[src/rtl/lss_pkg.sv]
// ============================================================================
// Line sensor steering - shared package
// Types, codes and fixed widths used across the steering controller files.
// ============================================================================
package lss_pkg;

    // Frame geometry
    localparam int CHANNELS = 5;
    localparam int CH_W     = $clog2(CHANNELS);
    localparam int ADC_BITS = 10;
    localparam int RD_W     = ADC_BITS;

    // Field and register widths
    localparam int THR_W    = 10;
    localparam int SWT_W    = 12;
    localparam int SPEED_W  = 8;
    localparam int GAIN_W   = 16;
    localparam int CFG_W    = 16;
    localparam int CFG_IDX_W = 3;
    localparam int PWM_W    = 8;
    localparam int SPD_W    = SPEED_W + 1;
    localparam int POS_W    = 5;
    localparam int TRM_W    = POS_W + 1;
    localparam int ACC_W    = 25;

    // Stream widths
    localparam int IN_TDATA_W  = 56;
    localparam int IN_TUSER_W  = 2;
    localparam int OUT_TDATA_W = 32;
    localparam int OUT_PAD_W   = 7;

    // Register reset values
    localparam logic [THR_W-1:0]   RST_LINE_THR = 10'd450;
    localparam logic [SWT_W-1:0]   RST_SWT_THR  = 12'd2000;
    localparam logic [SPEED_W-1:0] RST_MAX_SPD  = 8'd80;
    localparam logic [SPEED_W-1:0] RST_FWD_SPD  = 8'd40;
    localparam logic [SPEED_W-1:0] RST_SPIN_SPD = 8'd40;
    localparam logic [GAIN_W-1:0]  RST_GAIN_P   = 16'd384;
    localparam logic [GAIN_W-1:0]  RST_GAIN_D   = 16'd0;
    localparam logic [GAIN_W-1:0]  RST_GAIN_I   = 16'd0;

    typedef enum logic [CFG_IDX_W-1:0] {
        CFG_LINE_THR,
        CFG_SWT_THR,
        CFG_MAX_SPD,
        CFG_FWD_SPD,
        CFG_SPIN_SPD,
        CFG_GAIN_P,
        CFG_GAIN_D,
        CFG_GAIN_I
    } t_cfg_idx;

    typedef enum logic [IN_TUSER_W-1:0] {
        CMD_CAL_START,
        CMD_CAL_SAMPLE,
        CMD_CAL_FINISH,
        CMD_RUN
    } t_cmd;

    typedef enum logic [3:0] {
        ST_IDLE,
        ST_CAL,
        ST_LOAD,
        ST_DIV,
        ST_CENT,
        ST_CDIV,
        ST_PID,
        ST_UPD,
        ST_DONE
    } t_state;

    typedef struct packed {
        logic [THR_W-1:0]   line_thr;
        logic [SWT_W-1:0]   switch_thr;
        logic [SPEED_W-1:0] max_speed;
        logic [SPEED_W-1:0] fwd_speed;
        logic [SPEED_W-1:0] spin_speed;
        logic [GAIN_W-1:0]  gain_p;
        logic [GAIN_W-1:0]  gain_d;
        logic [GAIN_W-1:0]  gain_i;
    } t_cfg;

    typedef logic [CHANNELS-1:0][RD_W-1:0] t_frame;

    typedef struct packed {
        logic             dir;
        logic [PWM_W-1:0] pwm;
    } t_drive;

    typedef struct packed {
        t_drive           left;
        t_drive           right;
        logic [POS_W-1:0] line_position;
        logic             line_found;
        logic             dark_line_mode;
    } t_result;

endpackage

[src/rtl/lss_div.sv]
// ============================================================================
// Line sensor steering - shared divider
// Restoring unsigned divider, one quotient bit per cycle; quotient saturates
// to all ones when it does not fit.
// ============================================================================
module lss_div
    import lss_pkg::*;
#(
    parameter int NUM_W = 20,
    parameter int DEN_W = 13,
    parameter int QB    = 11
) (
    input  logic             i_clk,
    input  logic             i_rst_n,
    input  logic             i_start,
    input  logic [NUM_W-1:0] i_num,
    input  logic [DEN_W-1:0] i_den,
    output logic             o_done,
    output logic [QB-1:0]    o_quo
);

    localparam int DSR_W = DEN_W + QB;
    localparam int CMP_W = (NUM_W > DSR_W) ? NUM_W : DSR_W;
    localparam int CNT_W = $clog2(QB + 2);

    logic             r_busy;
    logic             r_done;
    logic [CNT_W-1:0] r_cnt;
    logic [CMP_W-1:0] r_rem;
    logic [CMP_W-1:0] r_dsr;
    logic [QB:0]      r_quo;

    logic             ge;
    logic [CMP_W-1:0] diff;

    assign ge   = (r_rem >= r_dsr);
    assign diff = r_rem - r_dsr;

    always_ff @(posedge i_clk) begin
        if (!i_rst_n) begin
            r_busy <= 1'b0;
            r_done <= 1'b0;
            r_cnt  <= '0;
        end else begin
            r_done <= 1'b0;
            if (i_start) begin
                r_busy <= 1'b1;
                r_cnt  <= CNT_W'(QB + 1);
            end else if (r_busy) begin
                r_cnt <= r_cnt - CNT_W'(1);
                if (r_cnt == CNT_W'(1)) begin
                    r_busy <= 1'b0;
                    r_done <= 1'b1;
                end
            end
        end
    end

    // Top step tests den << QB: a set bit there means the quotient overflows
    always_ff @(posedge i_clk) begin
        if (i_start) begin
            r_rem <= CMP_W'(i_num);
            r_dsr <= CMP_W'(i_den) << QB;
            r_quo <= '0;
        end else if (r_busy) begin
            if (ge) begin
                r_rem <= diff;
            end
            r_quo <= {r_quo[QB-1:0], ge};
            r_dsr <= r_dsr >> 1;
        end
    end

    assign o_done = r_done;
    assign o_quo  = r_quo[QB] ? {QB{1'b1}} : r_quo[QB-1:0];

    a_start_idle: assert property (@(posedge i_clk) disable iff (!i_rst_n)
        i_start |-> !r_busy)
        else $error("divider started while busy");

    a_done_idle: assert property (@(posedge i_clk) disable iff (!i_rst_n)
        r_done |-> (!r_busy && $past(r_busy)))
        else $error("divider done without a finished run");

endmodule

[src/rtl/lss_ctrl.sv]
// ============================================================================
// Line sensor steering - sequencer and datapath
// Calibration, per-channel scaling and centroid through the shared divider,
// then a three-step multiply-accumulate for the steering law.
// ============================================================================
module lss_ctrl
    import lss_pkg::*;
#(
    parameter int FULL_SCALE = 1000
) (
    input  logic    i_clk,
    input  logic    i_rst_n,
    input  t_cfg    i_cfg,
    input  logic    i_in_valid,
    output logic    o_in_ready,
    input  t_cmd    i_cmd,
    input  t_frame  i_frame,
    output logic    o_res_valid,
    input  logic    i_res_ready,
    output t_result o_res
);

    localparam int SW    = $clog2(FULL_SCALE + 1);
    localparam int QB    = SW + 1;
    localparam int NUM_W = RD_W + SW;
    localparam int SUM_W = SW + 3;
    localparam int WS_W  = SW + 3;
    localparam int DEN_W = (RD_W > SUM_W) ? RD_W : SUM_W;
    localparam int TW    = (SW > THR_W) ? SW : THR_W;
    localparam int UW    = ACC_W - 7;
    localparam logic [SW-1:0] FS_V = SW'(FULL_SCALE);

    t_state                  r_state, n_state;
    t_cmd                    r_cmd;
    t_frame                  r_rd;
    logic [RD_W-1:0]         r_lo [CHANNELS];
    logic [RD_W-1:0]         r_hi [CHANNELS];
    logic signed [SPD_W-1:0] r_lspd, r_rspd;
    logic signed [POS_W-1:0] r_last, r_pos;
    logic                    r_dark;
    logic [CH_W-1:0]         r_ch;
    logic [1:0]              r_step;
    logic                    r_neg, r_dzero;
    logic signed [WS_W-1:0]  r_wsum;
    logic [SUM_W-1:0]        r_sum;
    logic                    r_found;
    logic signed [ACC_W-1:0] r_acc;
    t_result                 r_res;

    logic             div_start;
    logic [NUM_W-1:0] div_num;
    logic [DEN_W-1:0] div_den;
    logic             div_done;
    logic [QB-1:0]    div_quo;

    function automatic t_drive drive(input logic signed [SPD_W-1:0] spd);
        t_drive           d;
        logic [SPD_W-1:0] mag;
        mag   = spd[SPD_W-1] ? SPD_W'(-spd) : SPD_W'(spd);
        d.dir = !spd[SPD_W-1];
        d.pwm = spd[SPD_W-1] ? mag[PWM_W-1:0] : PWM_W'(SPD_W'(255) - mag);
        return d;
    endfunction

    function automatic logic signed [SPD_W-1:0] clamp_spd(
        input logic signed [UW-1:0] v,
        input logic signed [UW-1:0] m
    );
        logic signed [UW-1:0] c;
        c = v;
        if (v > m) begin
            c = m;
        end else if (v < -m) begin
            c = -m;
        end
        return SPD_W'(c);
    endfunction

    // ---- channel operands --------------------------------------------------
    logic signed [RD_W:0] diff_n, diff_d;
    logic [RD_W-1:0]      n_mag, d_mag;
    logic [NUM_W-1:0]     ch_num;
    logic [WS_W-1:0]      ws_mag;
    logic                 cent_go;

    assign diff_n  = $signed({1'b0, r_rd[r_ch]}) - $signed({1'b0, r_lo[r_ch]});
    assign diff_d  = $signed({1'b0, r_hi[r_ch]}) - $signed({1'b0, r_lo[r_ch]});
    assign n_mag   = diff_n[RD_W] ? RD_W'(-diff_n) : diff_n[RD_W-1:0];
    assign d_mag   = diff_d[RD_W] ? RD_W'(-diff_d) : diff_d[RD_W-1:0];
    assign ch_num  = NUM_W'(n_mag) * NUM_W'(FS_V);
    assign ws_mag  = r_wsum[WS_W-1] ? WS_W'(-r_wsum) : WS_W'(r_wsum);
    assign cent_go = r_found && (r_sum != '0);
    assign div_num = (r_state == ST_CENT) ? NUM_W'(ws_mag) : ch_num;
    assign div_den = (r_state == ST_CENT) ? DEN_W'(r_sum) : DEN_W'(d_mag);

    lss_div #(
        .NUM_W (NUM_W),
        .DEN_W (DEN_W),
        .QB    (QB)
    ) u_div (
        .i_clk   (i_clk),
        .i_rst_n (i_rst_n),
        .i_start (div_start),
        .i_num   (div_num),
        .i_den   (div_den),
        .o_done  (div_done),
        .o_quo   (div_quo)
    );

    // ---- scaled value and accumulation ---------------------------------------
    logic [SW-1:0]          q_sat, s_val;
    logic signed [WS_W-1:0] s_w, w_add;
    logic                   hit;

    assign q_sat = (div_quo > QB'(FS_V)) ? FS_V : div_quo[SW-1:0];
    assign s_val = (r_dzero || (r_neg && (div_quo != '0)))
                 ? (r_dark ? FS_V : '0)
                 : (r_dark ? FS_V - q_sat : q_sat);
    assign s_w   = $signed(WS_W'(s_val));
    assign hit   = (TW'(s_val) <= TW'(i_cfg.line_thr));

    always_comb begin
        case (r_ch)
            CH_W'(0): w_add = -(s_w <<< 1);
            CH_W'(1): w_add = -s_w;
            CH_W'(3): w_add = s_w;
            CH_W'(4): w_add = s_w <<< 1;
            default:  w_add = '0;
        endcase
    end

    // ---- centroid and lost-line position -------------------------------------
    logic [POS_W-1:0]        c_mag;
    logic signed [POS_W-1:0] cent_pos, lost_pos;

    assign c_mag    = POS_W'({div_quo[1:0], 2'b00}) + POS_W'(div_quo[1:0]);
    assign cent_pos = r_wsum[WS_W-1] ? -$signed(c_mag) : $signed(c_mag);
    assign lost_pos = r_last[POS_W-1] ? POS_W'(1) : -POS_W'(1);

    // ---- steering law --------------------------------------------------------
    logic signed [TRM_W-1:0]        t_dif, t_sum, term, j_d;
    logic [GAIN_W-1:0]              gain;
    logic signed [GAIN_W+TRM_W:0]   prod;
    logic signed [ACC_W-1:0]        acc_b;
    logic signed [ACC_W-9:0]        t_q;
    logic signed [UW-1:0]           nl, nr, mx;
    logic [TRM_W-1:0]               j_mag;
    logic                           flip;

    assign t_dif = TRM_W'(r_pos) - TRM_W'(r_last);
    assign t_sum = TRM_W'(r_pos) + TRM_W'(r_last);

    always_comb begin
        case (r_step)
            2'd0: begin
                gain = i_cfg.gain_p;
                term = TRM_W'(r_pos);
            end
            2'd1: begin
                gain = i_cfg.gain_d;
                term = t_dif;
            end
            default: begin
                gain = i_cfg.gain_i;
                term = t_sum;
            end
        endcase
    end

    assign prod  = $signed({1'b0, gain}) * term;
    // Truncate toward zero: bias negative totals before the shift
    assign acc_b = r_acc[ACC_W-1] ? r_acc + ACC_W'(255) : r_acc;
    assign t_q   = acc_b[ACC_W-1:8];
    assign mx    = $signed(UW'(i_cfg.max_speed));
    assign nl    = UW'(r_lspd) - UW'(t_q);
    assign nr    = UW'(r_rspd) + UW'(t_q);
    assign j_d   = t_dif;
    assign j_mag = j_d[TRM_W-1] ? TRM_W'(-j_d) : TRM_W'(j_d);
    assign flip  = (SWT_W'(j_mag) > i_cfg.switch_thr);

    // ---- drive for the speeds that this item reports -------------------------
    logic signed [SPD_W-1:0] spin, dl, dr;

    assign spin = $signed({1'b0, i_cfg.spin_speed});

    always_comb begin
        case (i_cmd)
            CMD_CAL_START: begin
                dl = spin;
                dr = -spin;
            end
            CMD_CAL_FINISH: begin
                dl = '0;
                dr = '0;
            end
            default: begin
                dl = r_lspd;
                dr = r_rspd;
            end
        endcase
    end

    // ---- sequencer -----------------------------------------------------------
    always_comb begin
        n_state = r_state;
        case (r_state)
            ST_IDLE: begin
                if (i_in_valid) begin
                    n_state = (i_cmd == CMD_RUN) ? ST_LOAD : ST_CAL;
                end
            end
            ST_CAL:  n_state = ST_DONE;
            ST_LOAD: n_state = ST_DIV;
            ST_DIV: begin
                if (div_done) begin
                    n_state = (r_ch == CH_W'(CHANNELS - 1)) ? ST_CENT : ST_LOAD;
                end
            end
            ST_CENT: n_state = cent_go ? ST_CDIV : ST_PID;
            ST_CDIV: begin
                if (div_done) begin
                    n_state = ST_PID;
                end
            end
            ST_PID: begin
                if (r_step == 2'd2) begin
                    n_state = ST_UPD;
                end
            end
            ST_UPD:  n_state = ST_DONE;
            ST_DONE: begin
                if (i_res_ready) begin
                    n_state = ST_IDLE;
                end
            end
            default: n_state = ST_IDLE;
        endcase
    end

    always_comb begin
        o_in_ready  = (r_state == ST_IDLE);
        o_res_valid = (r_state == ST_DONE);
        div_start   = (r_state == ST_LOAD) || ((r_state == ST_CENT) && cent_go);
    end

    assign o_res = r_res;

    // ---- control state -------------------------------------------------------
    always_ff @(posedge i_clk) begin
        if (!i_rst_n) begin
            r_state <= ST_IDLE;
            r_ch    <= '0;
            r_step  <= '0;
            r_lspd  <= '0;
            r_rspd  <= '0;
            r_last  <= '0;
            r_dark  <= 1'b1;
        end else begin
            r_state <= n_state;
            case (r_state)
                ST_IDLE: r_ch <= '0;
                ST_CAL: begin
                    if (r_cmd == CMD_CAL_START) begin
                        r_lspd <= $signed({1'b0, i_cfg.spin_speed});
                        r_rspd <= -$signed({1'b0, i_cfg.spin_speed});
                    end else if (r_cmd == CMD_CAL_FINISH) begin
                        r_lspd <= $signed({1'b0, i_cfg.fwd_speed});
                        r_rspd <= $signed({1'b0, i_cfg.fwd_speed});
                    end
                end
                ST_DIV: begin
                    if (div_done) begin
                        r_ch <= r_ch + CH_W'(1);
                    end
                end
                ST_CENT: r_step <= '0;
                ST_PID:  r_step <= r_step + 2'd1;
                ST_UPD: begin
                    r_lspd <= clamp_spd(nl, mx);
                    r_rspd <= clamp_spd(nr, mx);
                    r_last <= r_pos;
                    r_dark <= r_dark ^ flip;
                end
                default: ;
            endcase
        end
    end

    // ---- datapath ------------------------------------------------------------
    always_ff @(posedge i_clk) begin
        case (r_state)
            ST_IDLE: begin
                if (i_in_valid) begin
                    r_cmd       <= i_cmd;
                    r_rd        <= i_frame;
                    r_res.left  <= drive(dl);
                    r_res.right <= drive(dr);
                    r_wsum      <= '0;
                    r_sum       <= '0;
                    r_found     <= 1'b0;
                end
            end
            ST_CAL: begin
                for (int i = 0; i < CHANNELS; i++) begin
                    if (r_cmd == CMD_CAL_START) begin
                        r_lo[i] <= r_rd[i];
                        r_hi[i] <= r_rd[i];
                    end else if (r_cmd == CMD_CAL_SAMPLE) begin
                        if (r_rd[i] < r_lo[i]) begin
                            r_lo[i] <= r_rd[i];
                        end
                        if (r_rd[i] > r_hi[i]) begin
                            r_hi[i] <= r_rd[i];
                        end
                    end
                end
                r_res.line_position  <= r_last;
                r_res.line_found     <= 1'b0;
                r_res.dark_line_mode <= r_dark;
            end
            ST_LOAD: begin
                r_neg   <= diff_n[RD_W] ^ diff_d[RD_W];
                r_dzero <= (diff_d == '0);
            end
            ST_DIV: begin
                if (div_done) begin
                    r_wsum  <= r_wsum + w_add;
                    r_sum   <= r_sum + SUM_W'(s_val);
                    r_found <= r_found | hit;
                end
            end
            ST_CENT: begin
                if (!cent_go) begin
                    r_pos <= r_found ? '0 : lost_pos;
                end
            end
            ST_CDIV: begin
                if (div_done) begin
                    r_pos <= cent_pos;
                end
            end
            ST_PID: begin
                if (r_step == 2'd0) begin
                    r_acc <= ACC_W'(prod);
                end else begin
                    r_acc <= r_acc + ACC_W'(prod);
                end
            end
            ST_UPD: begin
                r_res.line_position  <= r_pos;
                r_res.line_found     <= r_found;
                r_res.dark_line_mode <= r_dark ^ flip;
            end
            default: ;
        endcase
    end

    a_div_owner: assert property (@(posedge i_clk) disable iff (!i_rst_n)
        div_done |-> (r_state == ST_DIV || r_state == ST_CDIV))
        else $error("divider result outside a divide step");

    a_pos_set: assert property (@(posedge i_clk) disable iff (!i_rst_n)
        (r_last == 5'sd0 || r_last == 5'sd1 || r_last == -5'sd1 ||
         r_last == 5'sd5 || r_last == -5'sd5 ||
         r_last == 5'sd10 || r_last == -5'sd10))
        else $error("line position outside the centroid set");

    a_spd_clamp: assert property (@(posedge i_clk) disable iff (!i_rst_n)
        (r_state == ST_DONE && r_cmd == CMD_RUN) |->
        (r_lspd <= $signed({1'b0, i_cfg.max_speed}) &&
         r_lspd >= -$signed({1'b0, i_cfg.max_speed}) &&
         r_rspd <= $signed({1'b0, i_cfg.max_speed}) &&
         r_rspd >= -$signed({1'b0, i_cfg.max_speed})))
        else $error("motor speed beyond clamp after run frame");

endmodule

[src/rtl/line_sensor_steering_controller_unit.sv]
// ============================================================================
// Line sensor steering controller
// Five-channel line sensor to differential motor drive: calibration, scaled
// weighted centroid, polarity tracking and fixed-point steering law.
// ============================================================================
// Each input transaction carries a command in tuser and five ADC readings in
// tdata, and yields exactly one output transaction. Calibration commands pass
// through the calibration state before their result. A run frame scales each
// channel through one shared restoring divider (one quotient bit per cycle),
// divides once more for the centroid when a line is found and the scaled sum
// is nonzero, and runs the steering law through one multiplier, one gain term
// after another. Input ready is high only between frames; a finished result
// sits in the output register, so the next transaction can be taken while it
// waits for the sink. The per-channel calibration minimum and maximum are
// undefined until the first calibration start; run frames before that return
// meaningless scaling. Configuration writes are taken at any clock edge with
// i_cfg_we high and must only come while no transaction is in progress.
module line_sensor_steering_controller_unit
    import lss_pkg::*;
#(
    parameter int FULL_SCALE = 1000
) (
    input  logic                   i_clk,
    input  logic                   i_rst_n,
    // Configuration write port
    input  logic                   i_cfg_we,
    input  logic [CFG_IDX_W-1:0]   i_cfg_addr,
    input  logic [CFG_W-1:0]       i_cfg_wdata,
    // Sensor frames in
    input  logic                   i_s_axis_tvalid,
    output logic                   o_s_axis_tready,
    // reading_0 [9:0], reading_1 [19:10], reading_2 [29:20], reading_3 [39:30],
    // reading_4 [49:40], zero pad [55:50]
    input  logic [IN_TDATA_W-1:0]  i_s_axis_tdata,
    // cmd [1:0]
    input  logic [IN_TUSER_W-1:0]  i_s_axis_tuser,
    // Drive results out
    output logic                   o_m_axis_tvalid,
    input  logic                   i_m_axis_tready,
    // left_dir [0], left_pwm [8:1], right_dir [9], right_pwm [17:10],
    // line_position [22:18], line_found [23], dark_line_mode [24], pad [31:25]
    output logic [OUT_TDATA_W-1:0] o_m_axis_tdata
);

    t_cfg    r_cfg;
    t_frame  frame;
    logic    res_valid;
    logic    res_ready;
    t_result res;
    logic    r_out_valid;
    t_result r_out;

    // ---- configuration registers -------------------------------------------
    // Truncate each write to the register's own width
    always_ff @(posedge i_clk) begin
        if (!i_rst_n) begin
            r_cfg.line_thr   <= RST_LINE_THR;
            r_cfg.switch_thr <= RST_SWT_THR;
            r_cfg.max_speed  <= RST_MAX_SPD;
            r_cfg.fwd_speed  <= RST_FWD_SPD;
            r_cfg.spin_speed <= RST_SPIN_SPD;
            r_cfg.gain_p     <= RST_GAIN_P;
            r_cfg.gain_d     <= RST_GAIN_D;
            r_cfg.gain_i     <= RST_GAIN_I;
        end else if (i_cfg_we) begin
            case (t_cfg_idx'(i_cfg_addr))
                CFG_LINE_THR: r_cfg.line_thr   <= i_cfg_wdata[THR_W-1:0];
                CFG_SWT_THR:  r_cfg.switch_thr <= i_cfg_wdata[SWT_W-1:0];
                CFG_MAX_SPD:  r_cfg.max_speed  <= i_cfg_wdata[SPEED_W-1:0];
                CFG_FWD_SPD:  r_cfg.fwd_speed  <= i_cfg_wdata[SPEED_W-1:0];
                CFG_SPIN_SPD: r_cfg.spin_speed <= i_cfg_wdata[SPEED_W-1:0];
                CFG_GAIN_P:   r_cfg.gain_p     <= i_cfg_wdata[GAIN_W-1:0];
                CFG_GAIN_D:   r_cfg.gain_d     <= i_cfg_wdata[GAIN_W-1:0];
                CFG_GAIN_I:   r_cfg.gain_i     <= i_cfg_wdata[GAIN_W-1:0];
                default: ;
            endcase
        end
    end

    // ---- unpack the sensor frame -------------------------------------------
    always_comb begin
        for (int i = 0; i < CHANNELS; i++) begin
            frame[i] = i_s_axis_tdata[i*RD_W +: RD_W];
        end
    end

    // ---- sequencer and datapath --------------------------------------------
    lss_ctrl #(
        .FULL_SCALE (FULL_SCALE)
    ) u_ctrl (
        .i_clk       (i_clk),
        .i_rst_n     (i_rst_n),
        .i_cfg       (r_cfg),
        .i_in_valid  (i_s_axis_tvalid),
        .o_in_ready  (o_s_axis_tready),
        .i_cmd       (t_cmd'(i_s_axis_tuser)),
        .i_frame     (frame),
        .o_res_valid (res_valid),
        .i_res_ready (res_ready),
        .o_res       (res)
    );

    // ---- output register ---------------------------------------------------
    // Hold the result until the sink takes it; refill in the same cycle
    assign res_ready = !r_out_valid || i_m_axis_tready;

    always_ff @(posedge i_clk) begin
        if (!i_rst_n) begin
            r_out_valid <= 1'b0;
        end else if (res_ready) begin
            r_out_valid <= res_valid;
        end
    end

    always_ff @(posedge i_clk) begin
        if (res_ready && res_valid) begin
            r_out <= res;
        end
    end

    assign o_m_axis_tvalid = r_out_valid;
    assign o_m_axis_tdata  = {OUT_PAD_W'(0),
                              r_out.dark_line_mode,
                              r_out.line_found,
                              r_out.line_position,
                              r_out.right.pwm,
                              r_out.right.dir,
                              r_out.left.pwm,
                              r_out.left.dir};

endmodule
[config.mk]
export PLATFORM = sky130hd
export DESIGN_NAME = line_sensor_steering_controller_unit
export DESIGN_NICKNAME = d
export VERILOG_FILES = /design/src/rtl/lss_pkg.sv /design/src/rtl/lss_div.sv /design/src/rtl/lss_ctrl.sv /design/src/rtl/line_sensor_steering_controller_unit.sv
export SDC_FILE = /design/constraint.sdc
export NUM_CORES = 2
export LEC_CHECK = 0
export BUFFER_PORTS_ARGS = -buffer_cell sky130_fd_sc_hd__buf_2
export CAP_MARGIN = 20
export CORE_MARGIN = 10
export CORE_UTILIZATION = 31
export DETAILED_ROUTE_END_ITERATION = 10
export PLACE_DENSITY = 0.45
export SYNTH_ARGS = -nofsm -noshare
export SYNTH_HDL_FRONTEND = slang
export SYNTH_SLANG_ARGS = --single-unit
[constraint.sdc]
create_clock -name i_clk -period 16.45 [get_ports i_clk]
set_clock_uncertainty 0.15 [all_clocks]
set_input_delay 1.645 -clock i_clk [delete_from_list [all_inputs] [get_ports i_clk]]
set_output_delay 1.645 -clock i_clk [all_outputs]
set_load 0.1 [all_outputs]
==> summary.md <==
| Metric | Value |
|---|---|
| Status | `finished clean` |
| Area Overhead vs Synth | `11.4%` |
| CTS tree | `done` |
| Max Root-Sink Buffers | `3` |
| Worst hold margin | `0.268 ns` |
| WL/cell | `19.9 um` |
| Largest net degree at the start of global routing | `71` |
| Residual DRC count | `0` |
| Core Area | `117000 sq um` |
| Cell variety after synth | `99` |
| Io pins | `116` |
| Post-route ant nets | `0` |
| Ys Warns | `0` |
| Initial antenna violation count | `8` |
| Slew headroom | `28.2%` |
| Routed vias | `28925` |
| Drt pass-1 iters | `7` |
| Port buffer count | `102` |
| Primary FF master, synth | `edfxtp_1` |
| RSZ-0062 raised after global routing | `false` |
| Vias per cell | `5.15` |
| Worst Tran Pin Value | `1.07 ns` |
| Most frequent cells after synthesis | `nand2_1, ha_1, inv_1, a21oi_1, edfxtp_1` |
| Iteration-0 DRC Markers | `2079` |
| Number of flops mapped to enable cells by yosys | `294` |
| Share of flip-flops with an asynchronous set or reset | `0%` |
| Final Hold Fails | `0` |
| Top Usage Layer GRT | `met1` |
| Height of the die | `363 um` |
| Slowest cell on the critical path | `o221a_2` |
| Resize count post-CTS | `0` |
| Overall routing resource usage | `16.6%` |
| Period utilization | `56.2%` |
| Seq/Total Area, Yosys | `33.2%` |
| Met2 Track Usage GR | `23.6%` |
| Fmax | `108 MHz` |
| Worst setup SP type | `flip-flop` |
| CP Capture Type | `flip-flop` |
| Layout cells sized above 1 | `8.96%` |
| Die area | `132000 sq um` |
| Most frequent CP cell | `inv_1` |
| Clk Tree Root Cell | `clkbuf_16` |
| # diodes | `0` |
| Top-area cell type share of the netlist area | `24.2%` |
| Total grt overflow | `0` |
| DP Cell Count | `5509` |
| Initial core utilization | `31.3%` |
| FF+latch count, synth | `458` |
| Routing usage on met3 | `2.44%` |
| Worst-path clk slew | `0.06 ns` |
| Max Cap Viol | `0` |
| CTS Buf Count | `58` |
| Shortest period the worst path allows | `9.24 ns` |
| Fin. max-slew vios | `0` |
| CP required | `16.71 ns` |
| Crit-path max cell delay | `0.56 ns` |
| Vias in the first global route | `27719` |
| Endpoints failing setup | `0` |
| Avg Synthesized Cell Area | `9.16 sq um` |
| Chip Width | `363 um` |
| Cells after Synth | `3984` |
| Detail Placement HPWL | `86.6 mm` |
| Most common cell in the netlist | `nand2_1` |
| NumNets Final | `4638` |
| Netlist Area Pre-Place | `36500 sq um` |
| First-pass GRT wire length | `171 mm` |
| Layout fillers | `11926` |
| Synth top area cells | `edfxtp_1, ha_1, dfxtp_1` |
| Hold Crit Class | `reg -> reg` |
| # Post-CTS Setup Buffers | `0` |
| Routed Wire Length | `112 mm` |
| # clock sinks | `458` |
| FP Rows | `125` |
| Clock Latency Late Sink | `0.67 ns` |
| Max FO, Critical Path | `16` |
| Top cell type by total area after synthesis | `edfxtp_1` |
| Post-Layout Cell Count | `5620` |
| Final Wtd Congestion | `0.825` |
| Grt met1 use | `25.9%` |
| CTS Hold Bufs | `0` |
| Crit Path Class | `reg -> reg` |
| Setup TNS | `0 ns` |
| Arrival time worst endpoint | `9.50 ns` |
| Clock H-tree levels | `2` |
cell families after synthesis:
group,count (synthesis),synth area share [%]
and+or+nand+nor,1224,15.7
AOI/OAI and AO/OA,941,17.0
buffers and inverters,544,5.76
adders and majority gates,510,19.5
DFF,458,33.2
xor gates and xnor gates,202,4.85
muxes,104,4.00
other,1,0.0103
critical path, delay by kind of cell (launching register included):
| kind | cells | cell delay, ns |
|---|---|---|
| muxes | 1 | 0.25 |
| adders and majority gates | 7 | 3.06 |
| buffers and inverters | 5 | 0.46 |
| and+or+nand+nor | 2 | 0.21 |
| DFF | 1 | 0.46 |
| xor gates and xnor gates | 2 | 0.35 |
| AOI/OAI and AO/OA | 15 | 4.01 |
flip-flops by register name (all words and copies together), names as in the netlist, 9 cells and up, named ones only:
register            count
o_m_axis_tdata         25
r_cfg                  94
u_ctrl.o_res           25
u_ctrl.r_acc           25
u_ctrl.r_hi            50
u_ctrl.r_lo            50
u_ctrl.r_lspd           9
u_ctrl.r_rd            50
u_ctrl.r_rspd           9
u_ctrl.r_sum           13
u_ctrl.r_wsum          13
u_ctrl.u_div.r_dsr     24
u_ctrl.u_div.r_quo     12
u_ctrl.u_div.r_rem     24
layout make-up:
cell class | instances | area, sq um | area share (%)
repair buffers | 143 | 818 | 2.01
clock inverters | 43 | 477 | 1.17
multi-input cells | 2988 | 22300 | 54.9
clock buffers | 67 | 1510 | 3.70
well taps | 1524 | 1910 | 4.69
inverters | 397 | 1490 | 3.67
flip-flops and latches | 458 | 12100 | 29.8
through the flow:
| step | worst slack [ns] | area, sq um | util [%] |
|---|---|---|---|
| 6_report | 7.21 | 40600 | 34.9 |
| 5_1_grt | 6.39 | 40600 | 34.9 |
| 4_1_cts | 7.08 | 40600 | 34.9 |
| 3_5_place_dp | 7.13 | 38600 | 33.2 |
| 3_3_place_gp | 7.17 | 38600 | 33.2 |
| 2_1_floorplan | 8.23 | 36500 | - |
cells in the final DEF (no fill, tap or decap), types with 37 or more instances in the layout:
| master | count |
|---|---|
| nand3_1 | 116 |
| buf_4 | 41 |
| clkbuf_16 | 58 |
| xnor2_1 | 117 |
| nor2b_1 | 54 |
| buf_2 | 102 |
| inv_1 | 394 |
| o211ai_1 | 37 |
| ha_1 | 411 |
| nor2_1 | 271 |
| o21ai_0 | 156 |
| mux2i_1 | 49 |
| a21oi_1 | 296 |
| nand4_1 | 37 |
| nor3_1 | 85 |
| edfxtp_1 | 294 |
| fa_1 | 98 |
| xor2_1 | 85 |
| nand2_1 | 447 |
| a21o_1 | 116 |
| dfxtp_1 | 163 |
routing by layer:
metal / wire length [um] / part of all wire [%]
met1: 59200 / 53
met2: 45300 / 41
met3: 5210 / 4.7
met4: 2010 / 1.8
met5: 33 / 0.030
path summary, 6_finish.rpt:
kind / startpoint / to / slack [ns] / depth (start not counted)
max reg2reg: u_ctrl.r_pos[2] / u_ctrl.r_acc[22] / 7.21 / 32
max: u_ctrl.r_pos[2] / u_ctrl.r_acc[22] / 7.21 / 32
min: u_ctrl.o_res[20] / o_m_axis_tdata[5] / 0.27 / 0
min reg2reg: u_ctrl.o_res[20] / o_m_axis_tdata[5] / 0.27 / 0
Power is not shown: default switching activity piles up to over one toggle a cycle in this logic, so the estimate is an artifact.
